===== src/rtl/sjps_pkg.sv =====
// sjps_pkg: widths, duty limits, phase and register codes, pipeline structs
// shared by every module of the servo jump phase sequencer; no dependencies
`default_nettype none

package sjps_pkg;

	localparam int NUM_LANES  = 4;
	localparam int NUM_PHASES = 4;
	localparam int REC_IDX_W  = $clog2(NUM_PHASES);

	localparam int TIME_W     = 16;
	localparam int BASE_W     = 16;
	localparam int HEIGHT_W   = 14;
	localparam int DUTY_W     = 14;
	localparam int OFS_W      = 15;
	localparam int EXT_W      = 17;
	localparam int TGT_W      = 18;
	localparam int DIFF_W     = 19;
	localparam int MASK_W     = 4;
	localparam int CFG_IDX_W  = 3;
	localparam int CFG_DATA_W = 16;

	localparam logic [HEIGHT_W-1:0] HEIGHT_ZERO = 14'd10000;

	localparam logic signed [TGT_W-1:0]  DUTY_MIN     = 18'sd250;
	localparam logic signed [TGT_W-1:0]  DUTY_MAX     = 18'sd1250;
	localparam logic signed [TGT_W-1:0]  NEUTRAL_DUTY = 18'sd750;
	localparam logic signed [DIFF_W-1:0] TOLERANCE    = 19'sd5;
	localparam logic signed [DIFF_W-1:0] FAST_SLEW    = 19'sd10000;
	localparam logic signed [DIFF_W-1:0] SOFT_SLEW    = 19'sd20;

	localparam logic [TIME_W-1:0] TIME_MAX = {TIME_W{1'b1}};

	localparam logic OP_TICK    = 1'b0;
	localparam logic OP_TRIGGER = 1'b1;

	localparam logic [TIME_W-1:0] LAUNCH_END_RST   = 16'd100;
	localparam logic [TIME_W-1:0] FLIGHT_END_RST   = 16'd200;
	localparam logic [TIME_W-1:0] LANDING_END_RST  = 16'd220;
	localparam logic [TIME_W-1:0] RECOVERY_END_RST = 16'd280;
	localparam logic signed [OFS_W-1:0] LAUNCH_OFS_RST  = 15'sd2700;
	localparam logic signed [OFS_W-1:0] FLIGHT_OFS_RST  = -15'sd1500;
	localparam logic signed [OFS_W-1:0] LANDING_OFS_RST = 15'sd1700;
	localparam logic [MASK_W-1:0] DIR_MASK_RST = 4'd9;

	typedef enum logic [2:0] {
		PH_NONE     = 3'd0,
		PH_LAUNCH   = 3'd1,
		PH_FLIGHT   = 3'd2,
		PH_LANDING  = 3'd3,
		PH_RECOVERY = 3'd4
	} phase_t;

	typedef enum logic [CFG_IDX_W-1:0] {
		CFG_LAUNCH_END   = 3'd0,
		CFG_FLIGHT_END   = 3'd1,
		CFG_LANDING_END  = 3'd2,
		CFG_RECOVERY_END = 3'd3,
		CFG_LAUNCH_OFS   = 3'd4,
		CFG_FLIGHT_OFS   = 3'd5,
		CFG_LANDING_OFS  = 3'd6,
		CFG_DIR_MASK     = 3'd7
	} cfg_idx_t;

	typedef struct packed {
		logic adv1;
		logic adv2;
		logic adv3;
	} pipe_t;

	typedef struct packed {
		logic              drive;
		logic              slow_slew;
		logic              clear_rec;
		phase_t            phase;
		logic [TIME_W-1:0] t;
	} item_ctl_t;

endpackage

`default_nettype wire


===== src/rtl/sjps_front.sv =====
// sjps_front: configuration registers, jump state, elapsed counter and phase pick
// produces the per-item control word and the leg extension; uses sjps_pkg
`default_nettype none

module sjps_front (
	input  wire                                   clk,
	input  wire                                   arst_n,
	input  sjps_pkg::pipe_t                       pipe,
	input  wire                                   cfg_valid,
	output logic                                  cfg_ready,
	input  wire  [sjps_pkg::CFG_IDX_W-1:0]        cfg_index,
	input  wire  [sjps_pkg::CFG_DATA_W-1:0]       cfg_data,
	input  wire                                   op,
	input  wire  [sjps_pkg::HEIGHT_W-1:0]         height_code,
	output logic signed [sjps_pkg::EXT_W-1:0]     ext,
	output logic [sjps_pkg::MASK_W-1:0]           dir_mask,
	output sjps_pkg::item_ctl_t                   ctl_s1
);

	logic [sjps_pkg::TIME_W-1:0] launch_end_q, flight_end_q, landing_end_q, recovery_end_q;
	logic signed [sjps_pkg::OFS_W-1:0] launch_ofs_q, flight_ofs_q, landing_ofs_q;
	logic [sjps_pkg::MASK_W-1:0] dir_mask_q;
	logic active_q;
	logic [sjps_pkg::TIME_W-1:0] elapsed_q;

	sjps_pkg::phase_t sel_phase;
	logic signed [sjps_pkg::OFS_W-1:0] sel_ofs;
	logic sel_slow;
	logic [sjps_pkg::HEIGHT_W-1:0] h_eff;
	sjps_pkg::item_ctl_t ctl_next;

	assign cfg_ready = 1'b1;
	assign dir_mask  = dir_mask_q;

	always_ff @(posedge clk or negedge arst_n) begin
		if (!arst_n) begin
			launch_end_q   <= sjps_pkg::LAUNCH_END_RST;
			flight_end_q   <= sjps_pkg::FLIGHT_END_RST;
			landing_end_q  <= sjps_pkg::LANDING_END_RST;
			recovery_end_q <= sjps_pkg::RECOVERY_END_RST;
			launch_ofs_q   <= sjps_pkg::LAUNCH_OFS_RST;
			flight_ofs_q   <= sjps_pkg::FLIGHT_OFS_RST;
			landing_ofs_q  <= sjps_pkg::LANDING_OFS_RST;
			dir_mask_q     <= sjps_pkg::DIR_MASK_RST;
		end else if (cfg_valid) begin
			unique case (sjps_pkg::cfg_idx_t'(cfg_index))
				sjps_pkg::CFG_LAUNCH_END:   launch_end_q   <= cfg_data;
				sjps_pkg::CFG_FLIGHT_END:   flight_end_q   <= cfg_data;
				sjps_pkg::CFG_LANDING_END:  landing_end_q  <= cfg_data;
				sjps_pkg::CFG_RECOVERY_END: recovery_end_q <= cfg_data;
				sjps_pkg::CFG_LAUNCH_OFS:   launch_ofs_q   <= $signed(cfg_data[sjps_pkg::OFS_W-1:0]);
				sjps_pkg::CFG_FLIGHT_OFS:   flight_ofs_q   <= $signed(cfg_data[sjps_pkg::OFS_W-1:0]);
				sjps_pkg::CFG_LANDING_OFS:  landing_ofs_q  <= $signed(cfg_data[sjps_pkg::OFS_W-1:0]);
				sjps_pkg::CFG_DIR_MASK:     dir_mask_q     <= cfg_data[sjps_pkg::MASK_W-1:0];
				default: ;
			endcase
		end
	end

	// phase windows checked in order, so an empty window is skipped
	always_comb begin
		sel_phase = sjps_pkg::PH_NONE;
		sel_ofs   = '0;
		sel_slow  = 1'b0;
		if (elapsed_q <= launch_end_q) begin
			sel_phase = sjps_pkg::PH_LAUNCH;
			sel_ofs   = launch_ofs_q;
		end else if (elapsed_q <= flight_end_q) begin
			sel_phase = sjps_pkg::PH_FLIGHT;
			sel_ofs   = flight_ofs_q;
		end else if (elapsed_q <= landing_end_q) begin
			sel_phase = sjps_pkg::PH_LANDING;
			sel_ofs   = landing_ofs_q;
		end else if (elapsed_q <= recovery_end_q) begin
			sel_phase = sjps_pkg::PH_RECOVERY;
			sel_slow  = 1'b1;
		end
	end

	always_comb begin
		h_eff = (height_code == sjps_pkg::HEIGHT_ZERO) ? '0 : height_code;
		ext   = $signed({{(sjps_pkg::EXT_W-sjps_pkg::HEIGHT_W){1'b0}}, h_eff})
			+ $signed({{(sjps_pkg::EXT_W-sjps_pkg::OFS_W){sel_ofs[sjps_pkg::OFS_W-1]}}, sel_ofs});
	end

	always_comb begin
		ctl_next.drive     = 1'b0;
		ctl_next.slow_slew = 1'b0;
		ctl_next.clear_rec = 1'b0;
		ctl_next.phase     = sjps_pkg::PH_NONE;
		ctl_next.t         = elapsed_q;
		if (op == sjps_pkg::OP_TRIGGER) begin
			ctl_next.phase     = sjps_pkg::PH_LAUNCH;
			ctl_next.clear_rec = !active_q;
		end else if (active_q) begin
			ctl_next.phase     = sel_phase;
			ctl_next.drive     = (sel_phase != sjps_pkg::PH_NONE);
			ctl_next.slow_slew = sel_slow;
		end
	end

	always_ff @(posedge clk or negedge arst_n) begin
		if (!arst_n) begin
			active_q  <= 1'b0;
			elapsed_q <= '0;
		end else if (pipe.adv1) begin
			if (op == sjps_pkg::OP_TRIGGER) begin
				if (!active_q) begin
					active_q  <= 1'b1;
					elapsed_q <= '0;
				end
			end else if (active_q) begin
				if (elapsed_q != sjps_pkg::TIME_MAX) begin
					elapsed_q <= elapsed_q + 1'b1;
				end
				if (sel_phase == sjps_pkg::PH_NONE) begin
					active_q <= 1'b0;
				end
			end
		end
	end

	always_ff @(posedge clk) begin
		if (pipe.adv1) begin
			ctl_s1 <= ctl_next;
		end
	end

endmodule

`default_nettype wire


===== src/rtl/sjps_lane.sv =====
// sjps_lane: one servo channel: target, slew accumulator, duty clamp, reach check
// instantiated once per channel by the top level; uses sjps_pkg
`default_nettype none

module sjps_lane (
	input  wire                                   clk,
	input  wire                                   arst_n,
	input  sjps_pkg::pipe_t                       pipe,
	input  sjps_pkg::item_ctl_t                   ctl_s1,
	input  wire  [sjps_pkg::BASE_W-1:0]           base,
	input  wire                                   dir,
	input  wire  signed [sjps_pkg::EXT_W-1:0]     ext,
	output logic [sjps_pkg::DUTY_W-1:0]           duty,
	output logic                                  ok
);

	logic signed [sjps_pkg::TGT_W-1:0]  target_c, target_s1, target_s2;
	logic signed [sjps_pkg::TGT_W-1:0]  slewed_q, slewed_next, duty_full;
	logic signed [sjps_pkg::TGT_W-1:0]  base_x, ext_x;
	logic signed [sjps_pkg::DIFF_W-1:0] diff, lim, step, sum, err;

	always_comb begin
		base_x   = $signed({{(sjps_pkg::TGT_W-sjps_pkg::BASE_W){1'b0}}, base});
		ext_x    = $signed({{(sjps_pkg::TGT_W-sjps_pkg::EXT_W){ext[sjps_pkg::EXT_W-1]}}, ext});
		target_c = dir ? (base_x + ext_x) : (base_x - ext_x);
	end

	always_comb begin
		diff = $signed({target_s1[sjps_pkg::TGT_W-1], target_s1})
			- $signed({slewed_q[sjps_pkg::TGT_W-1], slewed_q});
		lim  = ctl_s1.slow_slew ? sjps_pkg::SOFT_SLEW : sjps_pkg::FAST_SLEW;
		if (diff > lim) begin
			step = lim;
		end else if (diff < -lim) begin
			step = -lim;
		end else begin
			step = diff;
		end
		sum         = $signed({slewed_q[sjps_pkg::TGT_W-1], slewed_q}) + step;
		slewed_next = sum[sjps_pkg::TGT_W-1:0];
	end

	always_ff @(posedge clk or negedge arst_n) begin
		if (!arst_n) begin
			slewed_q <= sjps_pkg::NEUTRAL_DUTY;
		end else if (pipe.adv2 && ctl_s1.drive) begin
			slewed_q <= slewed_next;
		end
	end

	always_ff @(posedge clk) begin
		if (pipe.adv1) begin
			target_s1 <= target_c;
		end
		if (pipe.adv2) begin
			target_s2 <= target_s1;
		end
	end

	always_comb begin
		if (slewed_q < sjps_pkg::DUTY_MIN) begin
			duty_full = sjps_pkg::DUTY_MIN;
		end else if (slewed_q > sjps_pkg::DUTY_MAX) begin
			duty_full = sjps_pkg::DUTY_MAX;
		end else begin
			duty_full = slewed_q;
		end
		duty = duty_full[sjps_pkg::DUTY_W-1:0];
		err  = $signed({target_s2[sjps_pkg::TGT_W-1], target_s2})
			- $signed({duty_full[sjps_pkg::TGT_W-1], duty_full});
		ok   = (err >= -sjps_pkg::TOLERANCE) && (err <= sjps_pkg::TOLERANCE);
	end

endmodule

`default_nettype wire


===== src/rtl/sjps_merge.sv =====
// sjps_merge: combines the lane results, keeps the per-phase reach records
// and holds the output register; uses sjps_pkg
`default_nettype none

module sjps_merge (
	input  wire                                   clk,
	input  wire                                   arst_n,
	input  sjps_pkg::pipe_t                       pipe,
	input  sjps_pkg::item_ctl_t                   ctl_s1,
	input  wire  [sjps_pkg::DUTY_W-1:0]           lane_duty [sjps_pkg::NUM_LANES],
	input  wire  [sjps_pkg::NUM_LANES-1:0]        lane_ok,
	output logic [2:0]                            phase_s3,
	output logic                                  drive_s3,
	output logic [sjps_pkg::DUTY_W-1:0]           duty_s3 [sjps_pkg::NUM_LANES],
	output logic                                  reached_s3,
	output logic [sjps_pkg::TIME_W-1:0]           rec_q [sjps_pkg::NUM_PHASES]
);

	sjps_pkg::item_ctl_t ctl_s2;
	logic reached;
	logic [2:0] phase_m1;
	logic [sjps_pkg::REC_IDX_W-1:0] rec_idx;

	always_comb begin
		reached  = ctl_s2.drive && (&lane_ok);
		phase_m1 = ctl_s2.phase - 3'd1;
		rec_idx  = phase_m1[sjps_pkg::REC_IDX_W-1:0];
	end

	always_ff @(posedge clk) begin
		if (pipe.adv2) begin
			ctl_s2 <= ctl_s1;
		end
		if (pipe.adv3) begin
			phase_s3   <= ctl_s2.phase;
			drive_s3   <= ctl_s2.drive;
			reached_s3 <= reached;
			for (int k = 0; k < sjps_pkg::NUM_LANES; k++) begin
				duty_s3[k] <= ctl_s2.drive ? lane_duty[k] : '0;
			end
		end
	end

	// a record keeps the first reach time of its phase; zero reads as unset
	always_ff @(posedge clk or negedge arst_n) begin
		if (!arst_n) begin
			for (int k = 0; k < sjps_pkg::NUM_PHASES; k++) begin
				rec_q[k] <= '0;
			end
		end else if (pipe.adv3) begin
			if (ctl_s2.clear_rec) begin
				for (int k = 0; k < sjps_pkg::NUM_PHASES; k++) begin
					rec_q[k] <= '0;
				end
			end else if (reached && (rec_q[rec_idx] == '0)) begin
				rec_q[rec_idx] <= ctl_s2.t;
			end
		end
	end

endmodule

`default_nettype wire


===== src/rtl/servo_jump_phase_sequencer.sv =====
// servo_jump_phase_sequencer: jump phase sequencer driving four servo duties
// registered in stages s1, s2, s3 from input to result; one item per cycle
// unless out_ready stalls, set by the lane slew accumulators and elapsed counter
// reset: default end times, offsets and mask, no jump, slewed duties neutral,
// reach records zero; depends on sjps_pkg, sjps_front, sjps_lane, sjps_merge
`default_nettype none

module servo_jump_phase_sequencer (
	input  wire                                   clk,
	input  wire                                   arst_n,
	input  wire                                   in_valid,
	output logic                                  in_ready,
	input  wire                                   op,
	input  wire  [sjps_pkg::HEIGHT_W-1:0]         height_code,
	input  wire  [sjps_pkg::BASE_W-1:0]           base_front_left,
	input  wire  [sjps_pkg::BASE_W-1:0]           base_front_right,
	input  wire  [sjps_pkg::BASE_W-1:0]           base_rear_right,
	input  wire  [sjps_pkg::BASE_W-1:0]           base_rear_left,
	output logic                                  out_valid,
	input  wire                                   out_ready,
	output logic [2:0]                            phase,
	output logic                                  drive_valid,
	output logic [sjps_pkg::DUTY_W-1:0]           duty_front_left,
	output logic [sjps_pkg::DUTY_W-1:0]           duty_front_right,
	output logic [sjps_pkg::DUTY_W-1:0]           duty_rear_right,
	output logic [sjps_pkg::DUTY_W-1:0]           duty_rear_left,
	output logic                                  lanes_settled,
	output logic [sjps_pkg::TIME_W-1:0]           launch_reach_ms,
	output logic [sjps_pkg::TIME_W-1:0]           flight_reach_ms,
	output logic [sjps_pkg::TIME_W-1:0]           landing_reach_ms,
	output logic [sjps_pkg::TIME_W-1:0]           recovery_reach_ms,
	input  wire                                   cfg_valid,
	output logic                                  cfg_ready,
	input  wire  [sjps_pkg::CFG_IDX_W-1:0]        cfg_index,
	input  wire  [sjps_pkg::CFG_DATA_W-1:0]       cfg_data
);

	logic v_s1, v_s2, v_s3;
	logic rdy1, rdy2, rdy3;
	sjps_pkg::pipe_t pipe;
	sjps_pkg::item_ctl_t ctl_s1;
	logic signed [sjps_pkg::EXT_W-1:0] ext;
	logic [sjps_pkg::MASK_W-1:0] dir_mask;
	logic [sjps_pkg::BASE_W-1:0] base_a [sjps_pkg::NUM_LANES];
	logic [sjps_pkg::DUTY_W-1:0] lane_duty [sjps_pkg::NUM_LANES];
	logic [sjps_pkg::NUM_LANES-1:0] lane_ok;
	logic [sjps_pkg::DUTY_W-1:0] duty_s3 [sjps_pkg::NUM_LANES];
	logic [sjps_pkg::TIME_W-1:0] rec_q [sjps_pkg::NUM_PHASES];

	always_comb begin
		rdy3      = !v_s3 || out_ready;
		rdy2      = !v_s2 || rdy3;
		rdy1      = !v_s1 || rdy2;
		in_ready  = rdy1;
		pipe.adv1 = in_valid && rdy1;
		pipe.adv2 = v_s1 && rdy2;
		pipe.adv3 = v_s2 && rdy3;
		out_valid = v_s3;
	end

	always_ff @(posedge clk or negedge arst_n) begin
		if (!arst_n) begin
			v_s1 <= 1'b0;
			v_s2 <= 1'b0;
			v_s3 <= 1'b0;
		end else begin
			if (rdy1) begin
				v_s1 <= in_valid;
			end
			if (rdy2) begin
				v_s2 <= v_s1;
			end
			if (rdy3) begin
				v_s3 <= v_s2;
			end
		end
	end

	assign base_a[0] = base_front_left;
	assign base_a[1] = base_front_right;
	assign base_a[2] = base_rear_right;
	assign base_a[3] = base_rear_left;

	sjps_front u_front (
		.clk         (clk),
		.arst_n      (arst_n),
		.pipe        (pipe),
		.cfg_valid   (cfg_valid),
		.cfg_ready   (cfg_ready),
		.cfg_index   (cfg_index),
		.cfg_data    (cfg_data),
		.op          (op),
		.height_code (height_code),
		.ext         (ext),
		.dir_mask    (dir_mask),
		.ctl_s1      (ctl_s1)
	);

	for (genvar k = 0; k < sjps_pkg::NUM_LANES; k++) begin : g_lane
		sjps_lane u_lane (
			.clk    (clk),
			.arst_n (arst_n),
			.pipe   (pipe),
			.ctl_s1 (ctl_s1),
			.base   (base_a[k]),
			.dir    (dir_mask[k]),
			.ext    (ext),
			.duty   (lane_duty[k]),
			.ok     (lane_ok[k])
		);
	end

	sjps_merge u_merge (
		.clk        (clk),
		.arst_n     (arst_n),
		.pipe       (pipe),
		.ctl_s1     (ctl_s1),
		.lane_duty  (lane_duty),
		.lane_ok    (lane_ok),
		.phase_s3   (phase),
		.drive_s3   (drive_valid),
		.duty_s3    (duty_s3),
		.reached_s3 (lanes_settled),
		.rec_q      (rec_q)
	);

	assign duty_front_left   = duty_s3[0];
	assign duty_front_right  = duty_s3[1];
	assign duty_rear_right   = duty_s3[2];
	assign duty_rear_left    = duty_s3[3];
	assign launch_reach_ms   = rec_q[0];
	assign flight_reach_ms   = rec_q[1];
	assign landing_reach_ms  = rec_q[2];
	assign recovery_reach_ms = rec_q[3];

endmodule

`default_nettype wire


===== config.mk =====
export PLATFORM = sky130hd
export DESIGN_NAME = servo_jump_phase_sequencer
export DESIGN_NICKNAME = d
export VERILOG_FILES = /design/src/rtl/sjps_pkg.sv /design/src/rtl/sjps_front.sv /design/src/rtl/sjps_lane.sv /design/src/rtl/sjps_merge.sv /design/src/rtl/servo_jump_phase_sequencer.sv
export SDC_FILE = /design/constraint.sdc
export NUM_CORES = 1
export LEC_CHECK = 0
export BUFFER_PORTS_ARGS = -buffer_cell sky130_fd_sc_hd__buf_2
export CORE_MARGIN = 2
export CORE_UTILIZATION = 35
export CTS_CLUSTER_DIAMETER = 60
export DETAILED_ROUTE_END_ITERATION = 16
export GPL_TIMING_DRIVEN = 0
export SYNTH_ARGS = -nofsm -noshare
export SYNTH_HDL_FRONTEND = slang
export SYNTH_HIERARCHICAL = 1
export SYNTH_SLANG_ARGS = --single-unit

===== constraint.sdc =====
create_clock -name clk -period 13.63 [get_ports clk]
set_clock_uncertainty 0.05 [all_clocks]
set_input_delay 0.6815 -clock clk [delete_from_list [all_inputs] [get_ports clk]]
set_output_delay 0.6815 -clock clk [all_outputs]
set_load 0.05 [all_outputs]

==> results.py <==
metrics = {
    "sta": {
        "fmax_mhz": 121,
        "setup_viol": 0,
        "rsz0062_at_grt": "no",
        "setup-tns-final_ns": 0,
        "fin_ws_ns": 5.36,
        "fin_crit_ns": 8.27,
        "slew_viol_final": 0,
        "finalCritPeriodShare_pct": 60.7,
        "hold_violations": 0,
        "max-slew-margin-rel_pct": 12.4,
        "tightest_slew_ns": 1.31,
    },
    "setup_path": {
        "cp.buffers_inverters": 2,
        "cp_slowest_cell": "dfrtp_1",
        "crit_fanout": 10,
        "crit_arrival_ns": 8.59,
        "crit_required_ns": 13.95,
        "path_class": "flip-flop to flip-flop",
        "cp_num_cells": 29,
        "end_kind": "flip-flop",
        "cp_slowest_stage_delay_ns": 0.67,
        "start_kind": "flip-flop",
        "ff2ff_path_depth": 29,
        "path_delay_family": "simple AND/OR/NAND/NOR gates",
    },
    "place": {
        "placed_area_um2": 43900,
        "place_ws_ns": 5.52,
        "hpwl_um": 90000,
        "port_buffers": 226,
        "gp_congestion": 0.898,
    },
    "synth": {
        "synth_edf_count": 248,
        "synthFlopType": "edfxtp_1",
        "ys_ff_latch": 517,
        "synth.distinct_cells": 124,
        "syn_avg_cell_area_um2": 9.26,
        "synthesis.area_um2": 40500,
        "syn_inst": 4379,
        "synth_warnings": 6,
        "async_flop_share_pct": 52.0,
        "yosysSeqAreaShare_pct": 35.2,
    },
    "cells_and_area": {
        "syn2layout_area_growth_pct": 14.5,
        "final_common_cell": "ha_1",
        "fill_cells": 11300,
        "layout-drive-gt1-share_pct": 14.2,
        "fin_nets": 5248,
        "final_cell_mix": "ha_1 (407), inv_1 (388), nand2_1 (342)",
        "final_cell_area_um2": 46400,
        "fin_util_pct": 40.5,
    },
    "cts": {
        "cts_max_level": 3,
        "clock-sinks": 517,
        "cts.clk_slew.worst_paths_ns": 0.06,
        "clk_latency_ns": 0.64,
        "cts_resized": 0,
        "clock_path_buffers": 3,
        "clockRootBuffer": "clkbuf_16",
        "cts_buffers": 73,
        "cts_tree": "yes",
    },
    "global_route": {
        "grt_max_degree": 122,
        "grt_usage_pct": 19.4,
        "antenna_found_initial": 18,
        "grt_pass1_wl_um": 182000,
        "grt_overflow_total": 0,
        "grt_pass1_vias": 32500,
    },
    "detailed_routing": {
        "drc": 0,
        "drt-wirelength-per-cell_um": 18.6,
        "drt_iter0_drc": 2573,
        "vias_per_cell": 5.42,
        "first_pass_iters": 8,
        "antenna_left": 0,
        "vias": 34100,
        "wl_um": 117000,
    },
    "outcome": {
        "status": "finished, final reports clean",
    },
    "min_path": {
        "hold_path.class": "primary input to flip-flop",
        "worstHoldPathCells": 2,
    },
    "die": {
        "die_x_um": 344,
        "fp-row-count": 124,
        "die-height_um": 344,
        "ioPinCount": 231,
        "die_area_um2": 119000,
        "start_util_pct": 35.4,
        "placeableCoreArea_um2": 115000,
    },
    "run": {
        "maxCapViolCount": 0,
    },
}
-- final cells by class --
class | count | area [µm²] | area share, %
Multi-Input combinational cell | 3365 | 24300 | 52.3
Sequential cell | 517 | 14300 | 30.7
Clock inverter | 44 | 488 | 1.05
Tap cell | 1512 | 1890 | 4.08
Clock buffer | 90 | 1950 | 4.20
Buffer | 137 | 716 | 1.54
Antenna cell | 5 | 12.5 | 0.0270
Inverter | 392 | 1470 | 3.18
Timing Repair Buffer | 235 | 1330 | 2.86
-- logic make-up after synthesis --
group | after synthesis | share of synthesized area, %
mux | 99 | 2.70
compound gates | 1209 | 20.8
xor+xnor | 271 | 5.87
other cells | 9 | 0.0833
simple gates | 1321 | 16.6
fa+ha+maj | 424 | 13.4
flops | 517 | 35.2
buf+inv | 529 | 5.40
-- sequential cells by signal (all words and copies together), names as in the netlist, 3 cells and up --
name / count
u_front/landing_ofs_q: 15
u_front/flight_end_q: 16
u_merge/ctl_s2: 21
u_merge/rec_q: 64
u_front/flight_ofs_q: 15
u_front/recovery_end_q: 16
u_front/dir_mask: 4
u_front/ctl_s1: 22
u_front/launch_ofs_q: 15
u_merge/duty_s3: 56
u_front/elapsed_q: 16
g_lane.u_lane/slewed_q: 72
g_lane.u_lane/target_s2: 72
g_lane.u_lane/target_s1: 72
u_front/launch_end_q: 16
u_front/landing_end_q: 16
u_merge/phase_s3: 3
-- metrics by stage --
| step | std cells | hold WS, ns |
|---|---|---|
| after CTS | 6292 | 0.262 |
| final | 6297 | 0.312 |
| after detailed placement | 6157 | 0.355 |
| after global routing | 6294 | 0.303 |
| after floorplan | 4411 | 0.336 |
| after global placement | 6149 | 0.352 |
-- per-layer routing --
| layer | vias to the layer above | global-route usage, % | routed length (µm) | part of all wire (%) |
|---|---|---|---|---|
| met1 | 16300 | 26.7 | 54000 | 46 |
| met2 | 850 | 31.2 | 53500 | 46 |
| li1 | 16800 | - | - | - |
| met5 | - | 0 | 111 | 0.095 |
| met4 | 18 | 5.91 | 3120 | 2.7 |
| met3 | 177 | 3.06 | 6670 | 5.7 |
-- synthesized netlist by cell type (17+ instances only) --
cell,number,share of area (%)
xor2_1,148,3.2
dfstp_2,61,4.0
ha_1,407,13
xnor2_1,122,2.6
nand2_1,342,3.2
nor3_1,101,1.2
and2_1,87,1.3
dfrtp_1,208,13
nor2b_1,68,1.0
or3_1,34,0.52
o211ai_1,88,1.6
or2_2,31,0.48
mux2i_1,18,0.44
o31ai_1,51,0.94
edfxtp_1,248,18
and3_1,28,0.43
o221ai_1,57,1.2
o21bai_1,21,0.39
o2111ai_1,19,0.41
fa_1,17,0.84
a21o_1,76,1.4
nand2b_1,53,0.82
o31a_1,21,0.45
o21a_1,44,0.81
buf_4,24,0.44
a21oi_1,256,3.2
o21ai_1,35,0.43
nor4_1,51,0.79
inv_1,388,3.6
nor2_1,282,2.6
clkbuf_1,82,0.76
nand4_1,51,0.79
a211oi_1,63,1.2
nand3_1,96,1.2
a31oi_1,38,0.59
mux2_2,80,2.2
o21ai_0,233,2.9
-- repair_timing --
action,in CTS,in global routing
endpoints found under the hold margin,27,0
hold buffers,1,0
setup buffers,0,0
-- worst paths after layout --
check                                     start  slack [ns]                              to
max                        u_front/elapsed_q[7]        5.36  g_lane[1].u_lane/target_s1[16]
min                           base_rear_left[0]        0.31   g_lane[3].u_lane/target_s1[0]
max reg2reg                u_front/elapsed_q[7]        5.36  g_lane[1].u_lane/target_s1[16]
min reg2reg                   u_front/ctl_s1[4]        0.36               u_merge/ctl_s2[4]
max in group asynchronous                arst_n       11.97      u_front/recovery_end_q[11]
min in group asynchronous                arst_n        0.53                            v_s2
Power is left out: the tool's default activity adds up to more than one toggle a clock period on the data nets, which glitch-free logic cannot reach.
